`src/rtl/core/smm_pkg.sv`:
```
// Package: shared types and constants of the sliding min/max filter.
package smm_pkg;

    // Half-window registers
    localparam int HW_CFG_BITS  = 5;
    localparam int CFG_IDX_BITS = 2;

    localparam logic [CFG_IDX_BITS-1:0] CFG_HW_PLANE0 = 2'd0;
    localparam logic [CFG_IDX_BITS-1:0] CFG_HW_PLANE1 = 2'd1;
    localparam logic [CFG_IDX_BITS-1:0] CFG_HW_PLANE2 = 2'd2;

    localparam logic [HW_CFG_BITS-1:0] HW_RESET = 5'd4;

    // Plane codes; plane 3 shares the plane 2 setting
    localparam int PLANE_BITS = 2;
    localparam logic [PLANE_BITS-1:0] PLANE0 = 2'd0;
    localparam logic [PLANE_BITS-1:0] PLANE1 = 2'd1;

    // Control of one beat group handed to the output stage
    typedef struct packed {
        logic load;       // take a new group this cycle
        logic final_grp;  // group ends the waveform
    } smm_load_t;

endpackage

```
`src/rtl/core/sliding_min_max_erosion_dilation.sv`:
```
// Top level: streaming sliding-window erosion/dilation over a cell chain.
// Throughput: one sample per cycle while in_stall is low; each sample that closes
// a window gives one beat, offered once it has passed the holding and output stages.
// The last sample adds a burst of hw more beats (or the whole short waveform),
// during which input stalls once the one-item holding stage fills.
// Reset (rst_n, async, active low): empties both stages, half windows back to 4.
module sliding_min_max_erosion_dilation
    import smm_pkg::*;
#(
    parameter int MAX_HALF_WINDOW = 16,
    parameter int SAMPLE_BITS     = 16
) (
    input  logic                          clk,
    input  logic                          rst_n,
    // configuration
    input  logic                          cfg_write,
    input  logic [CFG_IDX_BITS-1:0]       cfg_index,
    input  logic [HW_CFG_BITS-1:0]        cfg_data,
    // sample input
    input  logic                          in_valid,
    output logic                          in_stall,
    input  logic signed [SAMPLE_BITS-1:0] sample,
    input  logic [PLANE_BITS-1:0]         plane,
    input  logic                          last_sample,
    // result output
    output logic                          out_valid,
    input  logic                          out_stall,
    output logic signed [SAMPLE_BITS-1:0] erosion,
    output logic signed [SAMPLE_BITS-1:0] dilation,
    output logic signed [SAMPLE_BITS:0]   average_times_two,
    output logic [SAMPLE_BITS-1:0]        spread,
    output logic                          last_result
);

    localparam int DEPTH    = 2 * MAX_HALF_WINDOW;
    localparam int IDX_BITS = $clog2(DEPTH);
    localparam int HW_BITS  = $clog2(MAX_HALF_WINDOW + 1);
    localparam int SEEN_BITS = $clog2(DEPTH + 2);
    localparam int CNT_BITS = $clog2(MAX_HALF_WINDOW + 2);
    localparam int CMP_BITS = (HW_BITS > HW_CFG_BITS) ? HW_BITS : HW_CFG_BITS;
    localparam int SEEN_LIMIT = DEPTH + 1;

    // Registered half windows, raw as written.
    logic [HW_CFG_BITS-1:0] hw0_reg;
    logic [HW_CFG_BITS-1:0] hw1_reg;
    logic [HW_CFG_BITS-1:0] hw2_reg;

    // Per-waveform tracking: saturating sample count and the latched half window.
    logic [SEEN_BITS-1:0] seen_reg;
    logic [SEEN_BITS-1:0] seen_inc;
    logic [HW_BITS-1:0]   hw_reg;
    logic [HW_BITS-1:0]   hw_cur;
    logic [HW_CFG_BITS-1:0] hw_pick;
    logic                 start;
    logic                 accept;
    logic                 long_enough;
    logic [CNT_BITS-1:0]  count;

    // Holding stage between the chain and the output stage.
    logic                 a_valid_reg;
    logic [CNT_BITS-1:0]  a_count_reg;
    logic                 a_final_reg;
    logic [IDX_BITS-1:0]  a_sel_reg;
    logic                 a_move;
    logic                 b_ready;
    smm_load_t            load_ctl;

    // Chain of cells: cell k holds min/max of the newest k+1 samples of the
    // current waveform (or all of them when fewer have arrived).
    logic signed [SAMPLE_BITS-1:0] cell_min [DEPTH];
    logic signed [SAMPLE_BITS-1:0] cell_max [DEPTH];

    function automatic logic [HW_BITS-1:0] clamp_hw(input logic [HW_CFG_BITS-1:0] v);
        logic [CMP_BITS-1:0] v_ext;
        logic [HW_BITS-1:0]  r;
        v_ext = CMP_BITS'(v);
        if (v_ext == '0)
            r = HW_BITS'(1);
        else if (v_ext > CMP_BITS'(MAX_HALF_WINDOW))
            r = HW_BITS'(MAX_HALF_WINDOW);
        else
            r = HW_BITS'(v_ext);
        return r;
    endfunction

    // ---------------- configuration ----------------
    always_ff @(posedge clk or negedge rst_n)
    begin
        if (!rst_n)
        begin
            hw0_reg <= HW_RESET;
            hw1_reg <= HW_RESET;
            hw2_reg <= HW_RESET;
        end
        else if (cfg_write)
        begin
            case (cfg_index)
                CFG_HW_PLANE0: hw0_reg <= cfg_data;
                CFG_HW_PLANE1: hw1_reg <= cfg_data;
                CFG_HW_PLANE2: hw2_reg <= cfg_data;
                default: ;
            endcase
        end
    end

    // ---------------- input side ----------------
    always_comb
    begin
        case (plane)
            PLANE0:  hw_pick = hw0_reg;
            PLANE1:  hw_pick = hw1_reg;
            default: hw_pick = hw2_reg;
        endcase
    end

    assign start    = (seen_reg == '0);
    assign hw_cur   = start ? clamp_hw(hw_pick) : hw_reg;
    assign seen_inc = (seen_reg < SEEN_BITS'(SEEN_LIMIT)) ? seen_reg + SEEN_BITS'(1)
                                                          : seen_reg;
    assign long_enough = (seen_inc > SEEN_BITS'(hw_cur));

    // beats caused by this sample
    always_comb
    begin
        if (long_enough)
            count = last_sample ? CNT_BITS'(hw_cur) + CNT_BITS'(1) : CNT_BITS'(1);
        else if (last_sample)
            count = CNT_BITS'(seen_inc);  // short waveform: one beat per sample
        else
            count = '0;
    end

    assign in_stall = a_valid_reg && !b_ready;
    assign accept   = in_valid && !in_stall;
    assign a_move   = a_valid_reg && b_ready;

    always_ff @(posedge clk or negedge rst_n)
    begin
        if (!rst_n)
        begin
            seen_reg    <= '0;
            hw_reg      <= HW_BITS'(1);
            a_valid_reg <= 1'b0;
        end
        else if (accept)
        begin
            seen_reg    <= last_sample ? '0 : seen_inc;
            hw_reg      <= hw_cur;
            a_valid_reg <= (count != '0);
        end
        else if (a_move)
        begin
            a_valid_reg <= 1'b0;
        end
    end

    // window length 2*hw always lands on the right cell: shorter histories
    // saturate the deeper cells at the whole-waveform min/max
    always_ff @(posedge clk)
    begin
        if (accept)
        begin
            a_count_reg <= count;
            a_final_reg <= last_sample;
            a_sel_reg   <= IDX_BITS'({hw_cur, 1'b0} - (HW_BITS + 1)'(1));
        end
    end

    // ---------------- cell chain ----------------
    for (genvar k = 0; k < DEPTH; k++)
    begin : g_cell
        if (k == 0)
        begin : g_head
            smm_cell #(
                .SAMPLE_BITS (SAMPLE_BITS)
            ) u_cell (
                .clk      (clk),
                .en       (accept),
                .start    (start),
                .sample   (sample),
                .prev_min (sample),
                .prev_max (sample),
                .cell_min (cell_min[k]),
                .cell_max (cell_max[k])
            );
        end
        else
        begin : g_body
            smm_cell #(
                .SAMPLE_BITS (SAMPLE_BITS)
            ) u_cell (
                .clk      (clk),
                .en       (accept),
                .start    (start),
                .sample   (sample),
                .prev_min (cell_min[k-1]),
                .prev_max (cell_max[k-1]),
                .cell_min (cell_min[k]),
                .cell_max (cell_max[k])
            );
        end
    end

    // ---------------- output stage ----------------
    assign load_ctl.load      = a_move;
    assign load_ctl.final_grp = a_final_reg;

    smm_burst #(
        .SAMPLE_BITS (SAMPLE_BITS),
        .CNT_BITS    (CNT_BITS)
    ) u_burst (
        .clk               (clk),
        .rst_n             (rst_n),
        .ctl               (load_ctl),
        .load_count        (a_count_reg),
        .load_min          (cell_min[a_sel_reg]),
        .load_max          (cell_max[a_sel_reg]),
        .ready             (b_ready),
        .out_valid         (out_valid),
        .out_stall         (out_stall),
        .erosion           (erosion),
        .dilation          (dilation),
        .average_times_two (average_times_two),
        .spread            (spread),
        .last_result       (last_result)
    );

endmodule

```
`src/rtl/core/smm_cell.sv`:
```
// One cell of the suffix min/max chain.
module smm_cell #(
    parameter int SAMPLE_BITS = 16
) (
    input  logic                          clk,
    input  logic                          en,
    input  logic                          start,
    input  logic signed [SAMPLE_BITS-1:0] sample,
    input  logic signed [SAMPLE_BITS-1:0] prev_min,
    input  logic signed [SAMPLE_BITS-1:0] prev_max,
    output logic signed [SAMPLE_BITS-1:0] cell_min,
    output logic signed [SAMPLE_BITS-1:0] cell_max
);

    logic signed [SAMPLE_BITS-1:0] min_reg;
    logic signed [SAMPLE_BITS-1:0] max_reg;
    logic signed [SAMPLE_BITS-1:0] min_next;
    logic signed [SAMPLE_BITS-1:0] max_next;

    // first sample of a waveform drops the older history
    always_comb
    begin
        if (start)
        begin
            min_next = sample;
            max_next = sample;
        end
        else
        begin
            min_next = (sample < prev_min) ? sample : prev_min;
            max_next = (sample > prev_max) ? sample : prev_max;
        end
    end

    always_ff @(posedge clk)
    begin
        if (en)
        begin
            min_reg <= min_next;
            max_reg <= max_next;
        end
    end

    assign cell_min = min_reg;
    assign cell_max = max_reg;

endmodule

```
`src/rtl/core/smm_burst.sv`:
```
// Output stage: repeats one min/max pair for a group of result beats.
module smm_burst
    import smm_pkg::*;
#(
    parameter int SAMPLE_BITS = 16,
    parameter int CNT_BITS    = 5
) (
    input  logic                          clk,
    input  logic                          rst_n,
    input  smm_load_t                     ctl,
    input  logic [CNT_BITS-1:0]           load_count,
    input  logic signed [SAMPLE_BITS-1:0] load_min,
    input  logic signed [SAMPLE_BITS-1:0] load_max,
    output logic                          ready,
    output logic                          out_valid,
    input  logic                          out_stall,
    output logic signed [SAMPLE_BITS-1:0] erosion,
    output logic signed [SAMPLE_BITS-1:0] dilation,
    output logic signed [SAMPLE_BITS:0]   average_times_two,
    output logic [SAMPLE_BITS-1:0]        spread,
    output logic                          last_result
);

    logic [CNT_BITS-1:0]           rem_reg;
    logic [CNT_BITS-1:0]           rem_next;
    logic                          final_reg;
    logic signed [SAMPLE_BITS-1:0] min_reg;
    logic signed [SAMPLE_BITS-1:0] max_reg;
    logic                          fire;

    assign out_valid = (rem_reg != '0);
    assign fire      = out_valid && !out_stall;
    assign ready     = !out_valid || (rem_reg == CNT_BITS'(1) && !out_stall);

    always_comb
    begin
        rem_next = rem_reg;
        if (ctl.load)
            rem_next = load_count;
        else if (fire)
            rem_next = rem_reg - CNT_BITS'(1);
    end

    always_ff @(posedge clk or negedge rst_n)
    begin
        if (!rst_n)
        begin
            rem_reg   <= '0;
            final_reg <= 1'b0;
        end
        else
        begin
            rem_reg <= rem_next;
            if (ctl.load)
                final_reg <= ctl.final_grp;
        end
    end

    always_ff @(posedge clk)
    begin
        if (ctl.load)
        begin
            min_reg <= load_min;
            max_reg <= load_max;
        end
    end

    assign erosion           = min_reg;
    assign dilation          = max_reg;
    assign average_times_two = {max_reg[SAMPLE_BITS-1], max_reg}
                             + {min_reg[SAMPLE_BITS-1], min_reg};
    assign spread            = SAMPLE_BITS'(max_reg - min_reg);
    assign last_result       = final_reg && (rem_reg == CNT_BITS'(1));

endmodule

```
`config.mk`:
```
export PLATFORM = sky130hd
export DESIGN_NAME = sliding_min_max_erosion_dilation
export DESIGN_NICKNAME = d
export VERILOG_FILES = /design/src/rtl/core/smm_pkg.sv /design/src/rtl/core/sliding_min_max_erosion_dilation.sv /design/src/rtl/core/smm_cell.sv /design/src/rtl/core/smm_burst.sv
export SDC_FILE = /design/constraint.sdc
export NUM_CORES = 2
export LEC_CHECK = 0
export BUFFER_PORTS_ARGS = -buffer_cell sky130_fd_sc_hd__buf_2
export CORE_AREA = 2 2 491 493
export DETAILED_ROUTE_END_ITERATION = 8
export DIE_AREA = 0 0 493 495
export HOLD_SLACK_MARGIN = 0.03
export SLEW_MARGIN = 20
export SYNTH_ARGS = -nofsm -noshare
export SYNTH_HDL_FRONTEND = slang
export SYNTH_SLANG_ARGS = --single-unit
```
`constraint.sdc`:
```
create_clock -name clk -period 45.7 [get_ports clk]
set_clock_uncertainty 0.05 [all_clocks]
set_input_delay 6.855 -clock clk [delete_from_list [all_inputs] [get_ports clk]]
set_output_delay 6.855 -clock clk [all_outputs]
set_load 0.02 [all_outputs]
```
# After elaboration in Yosys (flattened, before gate mapping)
# Cells that the tools add are included.
[totals]
register_bits = 1084
inputBits = 31
out_inout_bits = 68
elab_cells = 318
[classes]
add_sub_neg = 6
n_lt_le_gt_ge = 66
eq_ne = 4
muxes = 143
bitwise = 1
n_reduce_logical = 22
[op_table]
columns = ["operator", "count"]
rows = [
  ["2-to-1 mux 16 bit", 128],
  ["> comparator 16 bit", 31],
  ["less-than comparator 16 bit", 31],
  ["binary-select mux 16 bit (select 5 bit)", 2],
  ["2-to-1 mux 5 bit", 8],
  ["adder 16 x 16 -> 17 bit", 1],
  ["subtractor 16 bit", 1],
  ["2-to-1 mux 6 bit", 2],
  ["case mux 5 bit (2 select lines)", 1],
  ["nonzero test 5 bit", 2],
  ["subtractor 5 x 1 -> 5 bit, second input constant", 2],
  ["adder 6 x 1 -> 6 bit, second input constant", 1],
  [">= comparator 6 bit, second input constant", 1],
  ["> comparator 6 x 5 -> 1 bit", 1],
  ["logical AND 1 bit", 6],
  ["zero test 6 bit", 1],
  ["less-than comparator 6 bit, second input constant", 1],
  ["NOT 5 -> 6 bit", 1],
  ["AND reduction 2 bit", 3],
  ["adder 5 x 1 -> 5 bit, second input constant", 1],
  ["equality test 5 x 1 -> 1 bit, second input constant", 1],
  ["> comparator 5 bit, second input constant", 1],
  ["zero test 5 bit", 1],
  ["equality test 2 x 1 -> 1 bit, second input constant", 2],
  ["6 further kinds", 12],
]

# Longest topological paths before layout
[depth]
word_depth = 11
ltp_mapped = 17
depth_no_buf = 16

# Hierarchy
# From an unflattened synthesis, not the netlist that was laid out.
[unflattened]
hier_cells = 10052
hier_area_um2 = 96303.6
[by_module_without_submodules]
columns = ["mod", "n_inst", "cells_per_inst", "area_each_um2", "seq_area_each_um2"]
rows = [
  ["smm_cell (g_cell[0].g_head.u_cell ...)", 26, 287, 2707.6, 960.9],
  ["smm_cell (g_cell[4].g_body.u_cell ...)", 6, 319, 2866.5, 960.9],
  ["sliding_min_max_erosion_dilation", 1, 364, 5704.2, 980.9],
  ["smm_burst", 1, 312, 3002.9, 1111.1],
]

# Worst setup path before layout
# Ideal clock, no wire load.
[synth_timing]
kind = "input port to flip-flop"
start = "input out_stall"
end = "register seen_reg[0]"
setup_time_ns = 0.984
arrival_time_ns = 27.471
required_time_ns = 44.666
path_slack_ns = 17.195
stages = 7
path_buffers = 1
path_cell_list = "nor2b_1 -> o21ai_0 -> nand2_1 -> nand2_1 -> clkbuf_1 -> inv_1 -> o21ai_0"
[synth_between]
elab_chain_len = 7
[synth_lines]
columns = ["element", "line", "text"]
rows = [
  ["start, declared", "sliding_min_max_erosion_dilation.sv:27", "input logic out_stall,"],
  ["zero test 1 bit", "smm_burst.sv:33", "assign ready = !out_valid || (rem_reg == CNT_BITS'(1) && !out_stall);"],
  ["logical AND 1 bit", "smm_burst.sv:33", ""],
  ["logical OR 1 bit", "smm_burst.sv:33", ""],
  ["zero test 1 bit", "sliding_min_max_erosion_dilation.sv:133", "assign in_stall = a_valid_reg && !b_ready;"],
  ["logical AND 1 bit", "sliding_min_max_erosion_dilation.sv:133", ""],
  ["zero test 1 bit", "sliding_min_max_erosion_dilation.sv:134", "assign accept = in_valid && !in_stall;"],
  ["logical AND 1 bit", "sliding_min_max_erosion_dilation.sv:134", ""],
  ["net accept", "sliding_min_max_erosion_dilation.sv:55", "logic accept;"],
  ["end signal, assigned", "sliding_min_max_erosion_dilation.sv:147", "seen_reg <= last_sample ? '0 : seen_inc;"],
  ["end, declared", "sliding_min_max_erosion_dilation.sv:49", "logic [SEEN_BITS-1:0] seen_reg;"],
]
# The timed path passes the listed nets, and every way through them passes these cells.
# A chain may end at the register's enable or synchronous reset.

# Worst setup path after layout
[layout_timing]
start = "input out_stall"
end = "output in_stall"
[layout_between]
elab_chain_len = 5
[layout_lines]
columns = ["element", "line", "text"]
rows = [
  ["zero test 1 bit", "smm_burst.sv:33", ""],
  ["logical AND 1 bit", "smm_burst.sv:33", ""],
  ["logical OR 1 bit", "smm_burst.sv:33", ""],
  ["zero test 1 bit", "sliding_min_max_erosion_dilation.sv:133", ""],
  ["logical AND 1 bit", "sliding_min_max_erosion_dilation.sv:133", ""],
  ["end, declared", "sliding_min_max_erosion_dilation.sv:21", "output logic in_stall,"],
]
# No other way between the ends.

==> results.md <==
- Async SR Flop Fraction: a little over 3%
- Vias per cell: 6.03
- Post-Syn Area: 83100 um^2
- Top cell type's share of synthesized area: between 30 and 40%
- Max-Cap Viols: 0
- Maximum VDD drop: 0.0000826 V
- Synth Net Count: between 8000 and 9000
- Most common library cell in the layout ignoring fill and taps: edfxtp_1
- Critical path class: input pin to output port
- Leak: 36.7 nW
- Fmax: 68.7 MHz
- # hold bufs at CTS: 0
- DRC Markers: 18
- CTS clock-pin slew for the worst setup and hold paths: 0.06 ns
- Most used cell, CP: buf_2
- Worst-Skew Late Latency: 0.81 ns
- Num CTS Buffers: 133
- Final setup TNS: 0 ns
- Final hold vios: 0
- WP buf/inv: 3
- Worst path top cell family by delay: buffers and inverters
- Initial antenna violation count: 21
- Worst Path Arrival: 7.66 ns
- CP max FO: 3
- Final Wtd Congestion: roughly 0.95
- Max-slew headroom: 24.6%
- Register area share after synthesis: about two fifths
- Unrepaired setup endpoints after global routing: no
- Die H: 495 um
- Synthesized netlist cell count: 7907
- Final slew viol count: 0
- Status: finished, violations left
- Grt ovf: 0
- Largest net degree at the start of global routing: 172
- GRT Util Overall: between 20 and 25%
- Initial DRC Count: between 7000 and 8000
- First-pass GRT wire length: a little over 400000 um
- Clk root buf: clkbuf_16
- Post-CTS Setup Inserts: 0
- Top_reg_cell synth: edfxtp_1
- Tcrit/Tclk final: 31.9%
- Synth unique cells: 99
- Actual slew at the worst max-slew pin: 1.13 ns
- # IOs: 99
- TritonCTS clock tree: built
- Vias: between 60000 and 70000
- Worst path max stage delay: 0.25 ns
- CTS Buffer Depth: 3
- Footprint of the multi-input gates: 44900 um^2
- Final setup vio count: 0
- Synth warn: 0
- Area leader, netlist: edfxtp_1
- Ratio of cells with drive above 1 in the final layout: between 10% and 20%
- Die area: 244000 um^2
- PD cells: 61.0 nW/um^2
- CP cell instances: buf_2, nor2b_1, o21ai_0, nand2_1, inv_1, buf_2
- Final ANT Viol Nets: 0
- Syn avg cell area: 10.5 um^2
- Final instance area: between 90000 and 100000 um^2
- Register area: 32400 um^2
- Post-synth EDFFs: 1050
- IO buf count: 98
- CORE AREA: 239000 um^2
- Initial Util: a little over a third
- Hpwl dp: between 150000 and 200000 um
- Failing checks: DRC
- Crit. End Element: output port
- H-tree Lvls: 4
- Placed cell areas: 86600 um^2
- TritonRoute pass-1 iters: 9
- Number of clock sinks: ~1100
- Final WL: 282000 um
- Most frequent cells in the layout: edfxtp_1 (1050), inv_1 (1017), ha_1 (988)
- Layout area overhead: 9.57%
- Slowest CP cell: o21ai_0
- Hold Crit Class: flip-flop to flip-flop
- Synth area leaders: edfxtp_1 (38%), ha_1 (15%), mux2_2 (5.9%), inv_1 (4.6%), mux4_2 (4.3%)
- Width of the die: approximately 490 um
- Post-layout min period: 14.56 ns
- Final nets: 8781
- Mean routed wirelength per cell: 25.5 um
- Vias in the first global route: roughly 65000
- Post-CTS resize count: 0
- Worst Path Required: approximately 39 ns
- Startpoint types: input pin
- #FFs+latches synth: 1083
- Fill cells: 23001
- Num rows: 180
[through the flow]
step / util, % / setup WS, ns / std cells / hold WS [ns] / total power [mW]
4_1_cts: 38.1 / 31.16 / 11049 / 0.391 / 5.51
3_5_place_dp: 36.2 / 31.17 / 10808 / 0.375 / 4.39
6_report: 38.1 / 31.14 / 11058 / 0.388 / 5.56
3_3_place_gp: 36.2 / 31.09 / 10808 / 0.374 / 4.31
5_1_grt: 38.1 / 31.10 / 11051 / 0.440 / 5.83
2_1_floorplan: - / 17.20 / 7907 / 0.365 / 3.69
[worst register-to-register path, stage by stage, from the launching register on]
cell and delay [ns]:
dfrtp_1 0.40, inv_1 0.09, ha_1 0.16, nor2b_1 0.14, o21ai_0 0.13, nand2_1 0.16, nand2_1 0.45, inv_8 0.75
buf_12 0.71, buf_4 1.18, buf_4 0.96
[kinds of logic after synthesis]
group                    after synthesis  synth area share, %
flip-flops                          1083                 38.9
buffers and inverters               1523                 7.30
AO/OA/AOI/OAI                       2016                 17.1
multiplexers                         789                 12.7
XOR/XNOR                              34                0.358
adder cells (fa/ha/maj)              991                 14.9
AND/OR/NAND/NOR                     1471                 8.67
[cell type report]
class,instances,share of cell area (%)
clock inverters,87,1.00
repair buffers,215,1.71
clock buffers,154,3.86
inverters,1025,4.24
diodes,8,0.0220
flip-flops and latches,1083,35.5
multi-input cells,5301,49.3
well taps,3185,4.37
[where the power goes]
part	total [mW]	switching, mW	leakage [nW]	internal (mW)
combinational	2.76	1.67	24.7	1.09
sequential	1.69	0.206	9.89	1.49
clock	1.10	0.458	2.15	0.643
total	5.56	2.34	36.7	3.22
[cell usage after synthesis (25+ instances only)]
master     instances
a2111oi_0         30
a211oi_1         321
a21o_1           149
a21oi_1          315
a2bb2oi_1         38
and3_1            28
buf_1             30
buf_2            141
clkbuf_1         297
dfrtp_1           29
edfxtp_1        1050
ha_1             989
inv_1           1022
mux2_2           439
mux2i_1          157
mux4_2           160
nand2_1          297
nand2b_1          74
nand3_1          156
nand4_1          145
nor2_1           306
nor2b_1           65
nor3_1           287
nor4_1            29
o211ai_1          46
o21a_1           227
o21ai_0          290
o21ai_1           37
o21ai_2           26
o221a_2          102
o221ai_1          25
o22ai_1          216
or3_1             48
xnor2_1           27
[layer usage]
| layer | vias to the layer above | track usage [%] | wire (um) |
|---|---|---|---|
| li1 | 29555 | - | - |
| met5 | - | 0 | 54 |
| met4 | 8 | 13.5 | 18500 |
| met2 | 3346 | 34.4 | 123000 |
| met1 | 33013 | 29.7 | 116000 |
| met3 | 767 | 3.86 | 24900 |
[worst paths after layout]
check                                        start                                    to  slack, ns  depth (start not counted)
worst max-delay path                     out_stall                              in_stall      31.14                          6
worst min-delay path                   a_final_reg                     u_burst.final_reg       0.39                          2
worst max register to register  u_burst.rem_reg[1]  g_cell[13].g_body.u_cell.cell_min[2]      40.07                         10
worst min register to register         a_final_reg                     u_burst.final_reg       0.39                          2
max in group asynchronous                    rst_n                            hw1_reg[3]      39.05                          1
min in group asynchronous                    rst_n                    u_burst.rem_reg[2]       6.07                          1
(Power assumes the default switching activity.)
